==> src/hdl/pcrwm_ram.sv <==
// Generic single-port-write, single-port-read RAM with registered read.
// No dependencies.
module pcrwm_ram #(
	parameter int unsigned WIDTH = 8,
	parameter int unsigned DEPTH = 16
) (
	input  logic                     clk,
	input  logic                     we,
	input  logic [$clog2(DEPTH)-1:0] waddr,
	input  logic [WIDTH-1:0]         wdata,
	input  logic [$clog2(DEPTH)-1:0] raddr,
	output logic [WIDTH-1:0]         rdata
);
	logic [WIDTH-1:0] mem [DEPTH];

	// write port and registered read port
	always_ff @(posedge clk) begin
		if (we) begin
			mem[waddr] <= wdata;
		end
		rdata <= mem[raddr];
	end
endmodule

==> config.mk <==
export PLATFORM = sky130hd
export DESIGN_NAME = pcrwm_ram
export DESIGN_NICKNAME = d
export VERILOG_FILES = /design/src/hdl/pcrwm_ram.sv
export SDC_FILE = /design/constraint.sdc
export NUM_CORES = 1
export LEC_CHECK = 0
export ABC_AREA = 0
export BUFFER_PORTS_ARGS = -buffer_cell sky130_fd_sc_hd__buf_2
export CORE_AREA = 2 2 118 120
export DETAILED_ROUTE_END_ITERATION = 8
export DIE_AREA = 0 0 120 122
export PLACE_DENSITY = 0.54
export RECOVER_POWER = 50
export SETUP_SLACK_MARGIN = 0.4
export SLEW_MARGIN = 40
export SYNTH_ARGS = -nofsm -noshare
export SYNTH_HDL_FRONTEND = slang
export SYNTH_SLANG_ARGS = --single-unit
==> constraint.sdc <==
create_clock -name clk -period 2.8 [get_ports clk]
set_clock_uncertainty 0.05 [all_clocks]
set_input_delay 0.28 -clock clk [delete_from_list [all_inputs] [get_ports clk]]
set_output_delay 0.28 -clock clk [all_outputs]
set_load 0.01 [all_outputs]
==> impl.org <==
** Outcome
- Run status :: finished clean

** Clock tree
- Inserted Clock Buffers :: 17
- Later-pin clock latency in the skew report :: 0.40 ns
- Clock transition at path regs :: 0.06 ns
- No sink is reached through more buffers than the 2 on the longest clock path.
- Buffers added to address setup during post-CTS repair amount to 0.
- Sinks on the clock net :: 136
- Clock tree from TritonCTS :: built
- H-Tree Depth :: 4
- Post-CTS repair changed the size of 0 cells.
- Root buffer cell :: sky130_fd_sc_hd__clkbuf_16
- For this design, the CTS-stage hold fixing added 0 buffers.

** Floorplan
- Die area :: 0.0146 mm^2
- Number of rows created at floorplan :: 43
- Core box area :: 0.0135 mm^2
- The initial utilization of the core area, before any placement, comes to 0.381.
- 26 I/O pins were placed.
- Measured along the x axis, the die boundary spans 120 um.
- The die is 122 um tall.

** Routing
- The routed layout has 2390 vias.
- After the first detailed-routing iteration, the DRC count stood at 261.
- For this run, design rule violations remaining after detail routing come to 0.
- Remaining antenna violation count after routing :: 0
- Vias per cell :: 5.05
- The first detailed-routing pass ran for 5 iterations.
- For this block, the routed nets add up to 10100 um of wire.
- In the final routed layout, each cell accounts on average for 21.4 um.

** Power
- Combinational power share :: 0.046
- Power spread over the standard cell area amounts to 744 mW/mm^2.
- The internal portion of the total power is 3650 uW.
- The analysis attributes to cell leakage a power of 0.00203 uW.
- Max rail drop VDD :: 0.000435 V
- Of the total power, the share spent switching nets is 0.198.
- The analysis attributes to net switching a power of 898 uW.
- Clock network power share :: 0.449
- Of the total power, registers draw 0.504.

** Job
- Across the run, the number of max-cap violations was 0.

** Logic synthesis
- Synthesis inferred 136 register bits.
- Post-Synth XOR/XNOR Area :: 0
- Of the total synthesized cell area, the portion taken by full adders, half adders and majority gates is 0.
- Count of distinct cell types in the synthesized netlist :: 19
- Of all cell types, the one taking the most synthesized area is sky130_fd_sc_hd__edfxtp_1.
- In this run the cell area of the synthesized design comes to 0.00515 mm^2.
- Dominant combinational cell family by area after synthesis :: multiplexers
- The share of synthesized area in the top cell type comes to 0.747.
- Synthesized-area fraction occupied by ao, oa, aoi and oai cells :: 0.0233
- Mux cell area share after synthesis :: 0.150
- Share of synthesized area occupied by flip-flops and latches :: 0.778
- Synth cell count leaders :: sky130_fd_sc_hd__edfxtp_1 (128), sky130_fd_sc_hd__mux4_2 (18), sky130_fd_sc_hd__a22oi_1 (16)
- Mapped Avg Cell Area :: 22.5 um^2
- For this run, asynchronously set or reset flops after synthesis account for 0.
- In the synthesized netlist, the number of instances is 229.
- Of the total synthesized cell area, the portion taken by AND, OR, NAND and NOR gates is 0.0318.
- Number of nets produced by synthesis :: 247
- Number of flops mapped to enable cells by yosys :: 128
- Among all cell types in the netlist, the one instantiated most often is sky130_fd_sc_hd__edfxtp_1.
- Ys Warns :: 0
- Leading post-synthesis cells by cell area :: sky130_fd_sc_hd__edfxtp_1 (75%), sky130_fd_sc_hd__mux4_2 (7.9%), sky130_fd_sc_hd__mux4_1 (7.1%)
- Leading register cell type out of synthesis :: sky130_fd_sc_hd__edfxtp_1

** Finish
- NumNets Final :: 298
- Proportion of layout cells with a drive suffix above 1 :: 0.270
- Compared with the post-synthesis result, the final layout area differs by 18.6%.
- The repair_antennas step left the layout with diodes totalling 0.
- Summing all non-filler instances in the final layout gives an area of 0.00610 mm^2.

** Placement
- Total placed instance area :: 0.00557 mm^2
- At the end of routability-driven placement, the weighted congestion stood at 0.680.
- The wire-length estimate of the detail-placed layout is 6180 um.
- Buffers placed on the I/O ports in this run total 25.

** Setup path
- Cell-by-cell listing of the critical path :: buf_2 -> buf_12 -> mux4_2 -> a22oi_1 -> nand2_1
- Worst path max stage delay :: 0.47 ns
- Largest delay share family, worst path :: buffers and inverters
- For the worst setup path, the data arrival time is 1.65 ns.
- Counting both buffers and inverters, the worst setup path holds a total of 2.
- Crit path max fanout :: 18
- Capturing element type of the critical path :: flop
- Cell with the biggest individual delay on the critical path :: sky130_fd_sc_hd__buf_2
- The worst setup path is of the in -> reg kind.
- CP Launch Type :: input port
- For the worst setup path, the data required time is 3.03 ns.

** Global routing
- Largest net degree at the start of global routing :: 33
- The number of antenna violations at the first check in global routing came to 0.
- The number of global-route vias before repair is 2505.
- Across every metal layer, demand over resource in global routing totals 0.152.
- First-pass GRT wire length :: 15500 um
- For this run the aggregate overflow at the end of global routing stands at 0.

** Timing
- The final number of max-transition violations came to 0.
- In the finished design, the share of the clock period the worst path needs comes to 0.508.
- Setup repair after global routing left no endpoint under its margin.
- Number of setup violations in the final report :: 0
- At the pin with the least slew margin, the transition time is 0.773 ns.
- The number of hold violations in the final report came to 0.
- Post-layout minimum cycle time :: 1.42 ns
- Measured against its own limit, the worst slew margin works out to 0.484.
- In the final timing run, aggregate negative setup slack is 0 ns.
- For this run, the top clock speed supported by timing is 703 MHz.

** Min path
- The min-delay analysis places its worst path in the category in -> reg.
## layout make-up
| type | count | area [um^2] |
|---|---|---|
| clock inverters | 9 | 75.1 |
| well taps | 180 | 225 |
| flip-flops and latches | 136 | 4000 |
| repair buffers | 42 | 263 |
| fillers | 1161 | 7400 |
| multi-input cells | 83 | 1060 |
| clock buffers | 23 | 478 |
## stage by stage
| step | power, uW | hold slack, ns | util | setup WS [ns] | cells |
|---|---|---|---|---|---|
| after global routing | 4700 | 0.379 | 0.452 | 1.32 | 473 |
| after CTS | 4590 | 0.202 | 0.453 | 1.37 | 473 |
| after floorplan | 2450 | 0.329 | - | 0.977 | 229 |
| final | 4540 | 0.343 | 0.452 | 1.38 | 473 |
| after detailed placement | 2550 | 0.627 | 0.412 | 0.953 | 441 |
| after global placement | 2550 | 0.611 | 0.412 | 0.969 | 441 |
## worst paths after layout
check,startpoint,to,slack (ns),depth (start not counted)
max,raddr[1],rdata[7],1.38,5
min,wdata[4],mem[6][4],0.34,1
min reg2reg,mem[8][3],rdata[3],0.64,3
max reg2reg,mem[10][2],rdata[2],1.40,3
## flip-flops by register name, indices dropped and copies added (netlist names)
signal	flops
rdata	8
mem	128
## power groups by stage
stage / Combinational (uW) / Clock (uW) / Sequential, uW
2_1_floorplan: 116 / 0 / 2330
3_3_place_gp: 214 / 0 / 2330
3_5_place_dp: 219 / 0 / 2330
4_1_cts: 219 / 2080 / 2290
5_1_grt: 232 / 2170 / 2300
6_report: 211 / 2040 / 2290
## layout by cell type, fill, tap and decap left out, drive strengths merged
cell type,instances
a22oi,16
buf,32
nand2b,2
nor2b,1
clkinv,5
edfxtp,128
bufinv,1
and2,1
clkinvlp,3
clkbuf,33
and2b,1
nor2,13
dfxtp,8
nand3,1
mux4,32
nand2,9
or3b,1
nand3b,2
nor3,4
## cells by family after synthesis
family,after synthesis
buf+inv,10
simple gates,35
flops,136
mux,32
compound gates,16
## per-layer routing
metal | track usage | routed length (um) | up-vias
met3 | 0.0482 | 827 | 6
met4 | 0.0397 | 59 | 0
met2 | 0.229 | 4750 | 85
met1 | 0.217 | 4490 | 1226
li1 | - | - | 1073
met5 | 0 | 0 | -
Power figures use the tool's default switching activity.
