$ cat src/hdl/pcrwm_pkg.sv
// Package for the per-channel running and window mean unit.
// Holds fixed widths, the controller state type and the stats record type.
// No dependencies.
package pcrwm_pkg;

	localparam int unsigned ID_W    = 8;
	localparam int unsigned DATA_W  = 64;
	localparam int unsigned COUNT_W = 32;

	typedef enum logic [3:0] {
		ST_IDLE,
		ST_READ,
		ST_LOAD,
		ST_DIV_OV,
		ST_DIV_WM,
		ST_STEP,
		ST_WRITE,
		ST_OUT
	} state_t;

	typedef struct packed {
		logic [DATA_W-1:0]  last;
		logic [DATA_W-1:0]  wmean;
		logic [DATA_W-1:0]  omean;
		logic [COUNT_W-1:0] count;
		logic [7:0]         head;
	} stats_t;

	localparam int unsigned STATS_W = $bits(stats_t);

	// Operation codes on the func field
	localparam logic FUNC_UPDATE = 1'b0;
	localparam logic FUNC_READ   = 1'b1;

endpackage

$ cat src/hdl/pcrwm_div.sv
// Restoring serial divider: 64-bit dividend, 64-bit divisor, one bit a cycle.
// Depends on pcrwm_pkg.
module pcrwm_div (
	input  logic                          clk,
	input  logic                          arst_n,
	input  logic                          start,
	input  logic [pcrwm_pkg::DATA_W-1:0]  dividend,
	input  logic [pcrwm_pkg::DATA_W-1:0]  divisor,
	output logic                          done,
	output logic [pcrwm_pkg::DATA_W-1:0]  quotient
);
	import pcrwm_pkg::*;

	logic [DATA_W-1:0]      quo_q;
	logic [DATA_W:0]        rem_q;
	logic [DATA_W-1:0]      dsr_q;
	logic [$clog2(DATA_W):0] cnt_q;
	logic                   busy_q;
	logic [DATA_W:0]        shifted;
	logic [DATA_W:0]        diff;

	assign shifted = {rem_q[DATA_W-1:0], quo_q[DATA_W-1]};
	assign diff    = shifted - {1'b0, dsr_q};

	// shift one quotient bit a cycle
	always_ff @(posedge clk or negedge arst_n) begin
		if (!arst_n) begin
			busy_q <= 1'b0;
			cnt_q  <= '0;
			done   <= 1'b0;
		end else begin
			done <= 1'b0;
			if (start) begin
				busy_q <= 1'b1;
				cnt_q  <= '0;
			end else if (busy_q) begin
				cnt_q <= cnt_q + 1'b1;
				if (cnt_q == ($clog2(DATA_W)+1)'(DATA_W - 1)) begin
					busy_q <= 1'b0;
					done   <= 1'b1;
				end
			end
		end
	end

	always_ff @(posedge clk) begin
		if (start) begin
			quo_q <= dividend;
			rem_q <= '0;
			dsr_q <= divisor;
		end else if (busy_q) begin
			if (!diff[DATA_W]) begin
				rem_q <= diff;
				quo_q <= {quo_q[DATA_W-2:0], 1'b1};
			end else begin
				rem_q <= shifted;
				quo_q <= {quo_q[DATA_W-2:0], 1'b0};
			end
		end
	end

	assign quotient = quo_q;

	property p_done_pulse;
		@(posedge clk) disable iff (!arst_n) done |=> !done;
	endproperty
	a_done_pulse: assert property (p_done_pulse) else $error("divider done held");

	property p_start_idle;
		@(posedge clk) disable iff (!arst_n) start |=> busy_q;
	endproperty
	a_start_idle: assert property (p_start_idle) else $error("divider did not start");
endmodule

$ cat config.mk
export PLATFORM = sky130hd
export DESIGN_NAME = pcrwm_div
export DESIGN_NICKNAME = d
export VERILOG_FILES = /design/src/hdl/pcrwm_pkg.sv /design/src/hdl/pcrwm_div.sv
export SDC_FILE = /design/constraint.sdc
export NUM_CORES = 1
export LEC_CHECK = 0
export BUFFER_PORTS_ARGS = -buffer_cell sky130_fd_sc_hd__clkbuf_2
export CAP_MARGIN = 0
export CORE_AREA = 8 8 209 211
export CTS_CLUSTER_DIAMETER = 120
export DETAILED_ROUTE_END_ITERATION = 7
export DIE_AREA = 0 0 217 219
export GPL_ROUTABILITY_DRIVEN = 0
export PLACE_DENSITY = 0.52
export SYNTH_ARGS = -nofsm -noshare
export SYNTH_HDL_FRONTEND = slang
export SYNTH_SLANG_ARGS = --single-unit
$ cat constraint.sdc
create_clock -name clk -period 4.5 [get_ports clk]
set_input_delay 0.225 -clock clk [delete_from_list [all_inputs] [get_ports clk]]
set_output_delay 0.225 -clock clk [all_outputs]
set_load 0.03 [all_outputs]
==> results.toml, run 1 <==
[power]
leakagePower_nw = 6.71
pwr_density_cell_mw_per_mm2 = 332
totalPowerFinal_w = 0.00519
peakVddDrop_mv = 0.263

[logic_synthesis]
synth_edf_count = 128
yosys_most_used_dff = "edfxtp_1"
syn-instance-count = 1195
muxShareOfSynthArea_pct = 10.6
yosysSeqAreaShare_pct = 44.9
synth-simple-area-share_pct = 11.8
synthArstFlopShare_pct = 4.48
avgSynthCellArea_um2 = 9.98
yosysWarningCount = 0
synthAdderAreaFrac_pct = 6.99
synth_compound_area_share_pct = 16.4
ys_ff_latch = 201
synth_top_family_by_area = "compound AO/OA/AOI/OAI gates"
synth_xor_area_share_pct = 4.26
syn_area_mm2 = 0.0119
yosysUniqueCellTypes = 67
synthesis.nets = 1392

[finish]
finalNonFillerCells = 2042
finish.utilization_pct = 38.7
syn_to_final_growth_pct = 31.1
multi_input_area_mm2 = 0.00598
drive_gt1_share_pct = 21.9
fill_cells = 4094
nets = 1687
antennaDiodeCount = 0
ff_latch_area_mm2 = 0.00535

[timing]
hold_viol_final = 0
min_period_ns = 3.52
worst_pin_slew_ns = 0.971
timing.slew.headroom_pct = 34.6
rsz0062_at_grt = "false"
slew_viol_final = 0
clock.fmax_ghz = 0.284
setup_slack_ns = 0.984
skew_ns = 0.0182
tns_ns = 0
fin_crit_sh_pct = 78.1
setup_viol = 0

[floorplanning]
die-area_mm2 = 0.0475
design.core.area_mm2 = 0.0404
rows = 74
initial_core_util_pct = 29.5
ioPinCount = 196
die_x_um = 217
dieHeight_um = 219

[detailed_routing]
drc = 0
vias = 9948
vias_per_cell = 4.87
drt_iter0_markers = 624
first_pass_iters = 7
final_antenna_net_count = 0
wire_per_inst_um = 16.7
routed_wl_um = 34200

[global_route]
grt_pass1_vias = 10200
grt.total_usage_pct = 13.9
grt_max_degree = 94
grt_first_pass_wirelength_um = 55100
gr-total-overflow = 0
antenna_found_initial = 0

[place]
dpl.cell_count = 1868
portBuffers = 195
dpl_worst_slack_ns = 0.949
hpwl_um = 24600

[worst_hold_path]
hp-class = "input pin to register"

[clock_tree]
ctsResizeCount = 0
clk_latency_ns = 0.54
clk_pin_slew_ns = 0.06
cts_buffers = 26
cts_tree = "done"
htreeDepth = 1
clock_sinks = 201
cts_setup_buffers = 0
root_buffer = "clkbuf_16"
clock_path_buffers = 3

[run]
maxCapViolations = 0

[worst_setup_path]
start_kind = "register"
crit_arrival_ns = 3.95
end_kind = "register"
worst-endpoint-required_ns = 4.93
crit_type = "register to register"
crit_path_max_fanout = 25

[outcome]
status = "finished clean"
metrics by stage:
step	hold WS, ns	instance area [µm²]
after detailed placement	0.106	13400
final	0.0145	15600
after CTS	0.00351	15600
after global routing	0.0163	15600
after global placement	0.103	13400
after floorplan	-0.0706	11900
synthesized netlist by cell type, types with 24 or more instances:
cell type    n  area share [%]
a21o_1      31             2.0
inv_1       83             2.6
mux2i_1     52             4.4
xor2_1      24             1.8
clkbuf_1    38             1.2
nor2_1     113             3.6
a211oi_1    53             3.3
nand4_1     31             1.6
edfxtp_1   128              32
o21ai_0     41             1.7
nand2_1     86             2.7
xnor2_1     34             2.5
a21oi_1     87             3.7
ha_1        65             6.8
mux2_2      66             6.2
dfxtp_1     64              11
per-layer routing:
metal / vias to the layer above / track usage (%) / wire (µm)
li1: 4969 / - / -
met1: 4674 / 18.5 / 15900
met2: 267 / 22.6 / 15500
met3: 38 / 3.46 / 2210
met4: 0 / 3.43 / 612
met5: - / 0 / 0
path summary, 6_finish.rpt:
path	endpoint	from	slack, ns	cells after the start
max	rem_q[58]	quotient[63]	0.98	13
max reg2reg	rem_q[58]	quotient[63]	0.98	13
min in group asynchronous	cnt_q[5]	arst_n	0.11	2
min	quotient[58]	dividend[58]	0.01	2
max in group asynchronous	busy_q	arst_n	4.16	2
min reg2reg	rem_q[1]	rem_q[1]	0.49	2
cell usage in the layout (no fill, tap or decap), types with 34 or more instances in the layout:
cell	netlist	layout
dlygate4sd3_1	0	126
o21ai_0	41	41
a211oi_1	53	53
nor2_1	113	113
clkbuf_2	1	194
inv_1	83	83
xnor2_1	34	34
mux2_2	66	66
mux2i_1	52	52
edfxtp_1	128	128
dfxtp_1	64	64
ha_1	65	65
nand2_1	86	85
a21oi_1	87	87
flip-flops by register name, summed over array words and instances (netlist names):
name,cells
quotient,64
done,1
busy_q,1
cnt_q,7
rem_q,64
dsr_q,64
final cells by class:
class                   instances  share of cell area (%)
multi-input cells             847                    38.3
inverters                      84                    2.02
well taps                     532                    4.26
clock inverters                 9                    1.00
clock buffers                  39                    5.33
repair buffers                330                    14.9
flip-flops and latches        201                    34.3
kinds of logic (layout without fill, tap and decap cells):
group | after synthesis | after routing
and+or+nand+nor | 308 | 308
AOI/OAI and AO/OA | 297 | 297
DFF | 201 | 201
buffers and inverters | 147 | 462
muxes | 118 | 118
adders and majority gates | 66 | 66
xor gates and xnor gates | 58 | 58
where the power goes:
group	leakage [nW]	switching (W)	internal [W]
Clock	0.489	0.000838	0.00150
Sequential	1.94	0.0000564	0.00209
Combinational	4.28	0.000406	0.000299
critical path: stages (launching register included):
cell,delay [ns]
edfxtp_1,0.34
inv_1,0.06
ha_1,0.22
fa_1,0.40
nand2b_1,0.18
a21oi_1,0.22
o21ai_1,0.16
o21ai_1,0.26
a21oi_1,0.15
o211a_1,0.28
nor3_4,0.24
buf_4,0.34
nand3_1,0.20
o32ai_1,0.35
repair_timing:
action                                  4_1_cts  5_1_grt
hold endpoints to repair                    134        0
hold buffers                                126        0
endpoints found under the setup margin        0        0
Power figures use the tool's default switching activity.
==> run 2, diff against run 1 <==
Settings changed: ABC_AREA from default to 1, CORE_AREA 8 8 209 211 to 8 8 232 234, DIE_AREA 0 0 217 219 to 0 0 240 242.
Clock period 4.5 ns to 3.24 ns, I/O delays scaled along.
==> results.toml, run 2 <==
[detailed_routing]
drc = 0
drt_iter0_markers = 926
vias_per_cell = 4.32
routed_wl_um = 46900
final_antenna_net_count = 0
first_pass_iters = 6
wire_per_inst_um = 14.1
vias = 14300

[place]
portBuffers = 195
hpwl_um = 36700

[timing]
hold_viol_final = 0
fin_crit_sh_pct = 88.4
worst_pin_slew_ns = 1.19
timing.slew.headroom_pct = 20.8
setup_viol = 0
slew_viol_final = 0
skew_ns = 0.0144
rsz0062_at_grt = "false"
clock.fmax_ghz = 0.349
tns_ns = 0
min_period_ns = 2.86

[global_route]
grt_max_degree = 70
grt.total_usage_pct = 16.1
antenna_found_initial = 2
grt_pass1_vias = 14500
grt_first_pass_wirelength_um = 76700
gr-total-overflow = 0

[worst_setup_path]
crit_path_max_fanout = 33
path_cells = "inv_1, ha_1, fa_1, inv_1, nand2_1, nand2_1, nand3_1, nand2_2, nand2_2, nand2_2, nand2_1, nand2_2, nand2_2, nand2_2, nand2_2, nand2_2, buf_4, nand2_1, nand3_1, nand2_1"
start_kind = "register"
slowest_stage = "fa_1"
crit_type = "register to register"
end_kind = "register"
r2r_cells = 20
worst-endpoint-required_ns = 3.71
cpPeakStageDelay_ns = 0.41
crit_arrival_ns = 3.33
r2r_slack_ns = 0.38
r2r_end = "rem_q[23]"
path_common_cell = "nand2_2"
r2r-start = "quotient[63]"

[logic_synthesis]
ys_ff_latch = 201
synth_edf_count = 128
syn-instance-count = 2302
syn_area_mm2 = 0.0149
yosys_most_used_dff = "edfxtp_1"
synthArstFlopShare_pct = 4.48
synth_area_leaders = "nand2_1, edfxtp_1, inv_1"
avgSynthCellArea_um2 = 6.48
yosysSeqAreaShare_pct = 35.9
yosysTopAreaCell = "nand2_1"
synth_top_area_share_pct = 26.6
yosysMostFrequentCell = "nand2_1"
synthesis.nets = 2499
yosysUniqueCellTypes = 34
yosysWarningCount = 0
synthTopCellsByCount = "nand2_1, inv_1, edfxtp_1"

[finish]
nets = 2820
final_cell_mix = "nand2_1, inv_1, clkbuf_2, dlygate4sd3_1, edfxtp_1"
fill_cells = 5502
drive_gt1_share_pct = 13.4
antennaDiodeCount = 0
final_common_cell = "nand2_1"
syn_to_final_growth_pct = 26.4

[floorplanning]
die-area_mm2 = 0.0581
die_x_um = 240
initial_core_util_pct = 29.5
rows = 83
design.core.area_mm2 = 0.0505
dieHeight_um = 242
ioPinCount = 196

[power]
leakagePower_nw = 10.4
pwr_density_cell_mw_per_mm2 = 382
totalPowerFinal_w = 0.00720
peakVddDrop_mv = 0.365

[clock_tree]
htreeDepth = 1
clock_path_buffers = 3
clock_sinks = 201
clk_pin_slew_ns = 0.06
cts_tree = "done"
root_buffer = "clkbuf_16"
cts_buffers = 27
clk_latency_ns = 0.58
cts_setup_buffers = 0

[run]
maxCapViolations = 0

[outcome]
status = "finished clean"

[worst_hold_path]
hp-class = "input pin to asynchronous set/reset pin"
-- run 2: changes by cell type after synthesis, sizes merged, moves of 52 or more --
cell	change
nand2	+1016
inv	+421
nand3	+113
mux2	-66
a211oi	-54
mux2i	-52
-- run 2: area by class of cell --
type / count / area, µm² / area share (%)
clock buffers: 32 / 724 / 3.84
clock inverters: 17 / 230 / 1.22
inverters: 507 / 1900 / 10.1
multi-input cells: 1551 / 7410 / 39.3
flip-flops and latches: 201 / 5350 / 28.4
well taps: 680 / 851 / 4.51
repair buffers: 335 / 2380 / 12.6
-- run 2: power by group --
| part | switching, W | leakage [nW] | internal [W] |
|---|---|---|---|
| registers | 0.0000740 | 1.96 | 0.00289 |
| logic | 0.000642 | 7.98 | 0.000380 |
| clock network | 0.00122 | 0.468 | 0.00200 |
| total | 0.00194 | 10.4 | 0.00526 |
-- run 2: worst max-delay path by stage --
| stage | start | endpoint | slack [ns] | depth (start not counted) |
|---|---|---|---|---|
| final | quotient[63] | rem_q[23] | 0.38 | 20 |
| after global placement | quotient[63] | rem_q[32] | 0.43 | 20 |
| after floorplan | quotient[63] | quotient[0] | 0.52 | 19 |
| after CTS | quotient[63] | rem_q[10] | 0.28 | 20 |
| after detailed placement | quotient[63] | rem_q[10] | 0.29 | 20 |
| after global routing | quotient[63] | rem_q[23] | 0.02 | 20 |
-- run 2: stage by stage --
stage | instance area [µm²] | setup slack (ns) | hold slack [ns] | utilization [%] | cells
3_5_place_dp | 16600 | 0.290 | 0.0422 | 32.9 | 3145
4_1_cts | 18800 | 0.283 | 0.00237 | 37.3 | 3323
3_3_place_gp | 16600 | 0.427 | 0.0339 | 32.9 | 3145
5_1_grt | 18800 | 0.0191 | 0.0561 | 37.3 | 3323
6_report | 18800 | 0.375 | 0.0214 | 37.3 | 3323
2_1_floorplan | 14900 | 0.525 | -0.134 | - | 2302
-- run 2: metal layers --
layer | share of wire, % | vias to the layer above | global-route usage, %
met5 | 0.030 | - | 0
met3 | 5.8 | 103 | 3.05
met1 | 45 | 6321 | 20.7
met4 | 4.2 | 2 | 5.91
li1 | - | 7506 | -
met2 | 45 | 411 | 26.5
-- run 2: critical path: cells and delay by family (launching register included) --
kind                     cells  cell delay (ns)
adder cells (fa/ha/maj)      2             0.65
AND/OR/NAND/NOR             15             1.22
buffers and inverters        3             0.52
flip-flops                   1             0.34
-- run 2: timing repair --
action                                 CTS  global route
hold buffers                           129             0
gates resized for setup                  0             0
endpoints found under the hold margin  137             0
-- run 2: cells by family (layout without fill, tap and decap cells) --
| family | count (synthesis) | after routing | synth area share, % |
|---|---|---|---|
| and+or+nand+nor | 1383 | 1383 | 39.6 |
| buffers and inverters | 550 | 891 | 14.6 |
| DFF | 201 | 201 | 35.9 |
| AOI/OAI and AO/OA | 71 | 71 | 2.51 |
| adders and majority gates | 66 | 66 | 5.59 |
| xor gates and xnor gates | 31 | 31 | 1.82 |
==> run 3, diff against run 2 <==
Settings changed: CORE_AREA 8 8 232 234 to 2 2 226 228, DIE_AREA 0 0 240 242 to 0 0 228 230, PLACE_DENSITY 0.52 to 0.48.
==> results.toml, run 3 (synthesized netlist as in run 2, its figures left out) <==
[global_route]
gr-total-overflow = 0
antenna_found_initial = 1
grt.total_usage_pct = 17.4
grt_first_pass_wirelength_um = 74300
grt_max_degree = 65
grt_pass1_vias = 14200

[timing]
clock.fmax_ghz = 0.341
slew_viol_final = 0
min_period_ns = 2.93
setup_slack_ns = 0.310
skew_ns = 0.0241
worst_pin_slew_ns = 0.784
timing.hold.ws_ns = 0.305
hold_viol_final = 0
timing.slew.headroom_pct = 47.6
rsz0062_at_grt = "false"
tns_ns = 0
setup_viol = 0
fin_crit_sh_pct = 90.4

[finish]
nets = 2827
fill_cells = 5434
finish.utilization_pct = 37.9
final_common_cell = "nand2_1"
syn_to_final_growth_pct = 26.7
drive_gt1_share_pct = 13.5
final_cell_mix = "nand2_1, inv_1, clkbuf_2, dlygate4sd3_1, edfxtp_1"

[worst_setup_path]
cpPeakStageDelay_ns = 0.41
crit_path_max_fanout = 28
crit_arrival_ns = 3.37
path_cells = "inv_1, ha_1, fa_1, inv_1, nand2_1, nand2_1, nand3_1, nand2_2, nand2_2, nand2_2, nand2_1, nand2_2, nand2_2, nand2_2, nand2_1, nand2_4, buf_12, nand2_1, nand3_1, nand2_1"
worst-endpoint-required_ns = 3.68
cp_num_buf_inv = 3
end_kind = "register"
slowest_stage = "fa_1"
cp_top_family = "simple AND/OR/NAND/NOR gates"
start_kind = "register"
crit_type = "register to register"

[detailed_routing]
met2RoutedLength_um = 20400
first_pass_iters = 7
highest_layer = "met4"
routed_wl_um = 45900
drt_iter0_markers = 809
final_antenna_net_count = 0
vias_per_cell = 4.29
route.met3.wl_um = 2440
wirelength_met1_um = 21500
wire_per_inst_um = 13.8
drc = 0
vias = 14200

[clock_tree]
cts_tree = "done"
htreeDepth = 1
cts_buffers = 26
cts_setup_buffers = 0
clk_latency_ns = 0.57
clk_pin_slew_ns = 0.06
clock_path_buffers = 3
clock_sinks = 201
root_buffer = "clkbuf_16"

[floorplanning]
die_x_um = 228
design.core.area_mm2 = 0.0499
rows = 82
die-area_mm2 = 0.0524
initial_core_util_pct = 29.9
dieHeight_um = 230
ioPinCount = 196

[power]
p_comb_share_pct = 14.3
leakagePower_nw = 10.4
switching_share_pct = 27.0
pwr-share-seq_pct = 41.6
internal_power_w = 0.00519
totalPowerFinal_w = 0.00711
pwr_density_cell_mw_per_mm2 = 376
peakVddDrop_mv = 0.346
p_sw_w = 0.00192
pwr-share-clk_pct = 44.0

[place]
portBuffers = 195
dpl_worst_slack_ns = 0.344
hpwl_um = 36300

[worst_hold_path]
hp-class = "input pin to register"

[run]
maxCapViolations = 0

[outcome]
status = "finished clean"
-- run 3: layout make-up --
cell class                      count  area [µm²]  share of cell area [%]
Multi-Input combinational cell   1551        7410                    39.2
Sequential cell                   201        5350                    28.3
Timing Repair Buffer              343        2440                    12.9
Inverter                          507        1900                    10.1
Tap cell                          672         841                    4.45
Clock buffer                       33         728                    3.86
Clock inverter                     15         209                    1.11
Antenna cell                        1        2.50                  0.0132
-- run 3: path summary, 6_finish.rpt --
check | from | endpoint | slack, ns | cells after the start
max | quotient[63] | rem_q[19] | 0.31 | 20
min | divisor[6] | dsr_q[6] | 0.30 | 2
max reg2reg | quotient[63] | rem_q[19] | 0.31 | 20
min reg2reg | cnt_q[6] | done | 0.46 | 1
max in group asynchronous | arst_n | cnt_q[1] | 1.79 | 4
min in group asynchronous | arst_n | cnt_q[6] | 0.50 | 3
-- run 3: per-stage QoR --
stage          instances  cell area [µm²]
2_1_floorplan       2302            14900
3_3_place_gp        3142            16600
3_5_place_dp        3142            16600
4_1_cts             3322            18900
5_1_grt             3323            18900
6_report            3323            18900
-- run 3: per-layer routing --
layer,up-vias,track usage [%]
met3,74,3.01
li1,7520,-
met4,0,5.45
met1,6299,22.7
met5,-,0
met2,350,29.3
-- run 3: repair_timing --
item / 4_1_cts / 5_1_grt
hold buffers: 132 / 0
resized for setup: 0 / 0
endpoints found under the hold margin: 144 / 0
-- run 3: power groups by stage --
stage / Sequential (W) / Combinational [W] / Clock (W)
final: 0.00296 / 0.00102 / 0.00313
after global routing: 0.00298 / 0.00113 / 0.00333
after CTS: 0.00296 / 0.00103 / 0.00325
after detailed placement: 0.00301 / 0.000898 / 0
after global placement: 0.00301 / 0.000901 / 0
after floorplan: 0.00314 / 0.000428 / 0
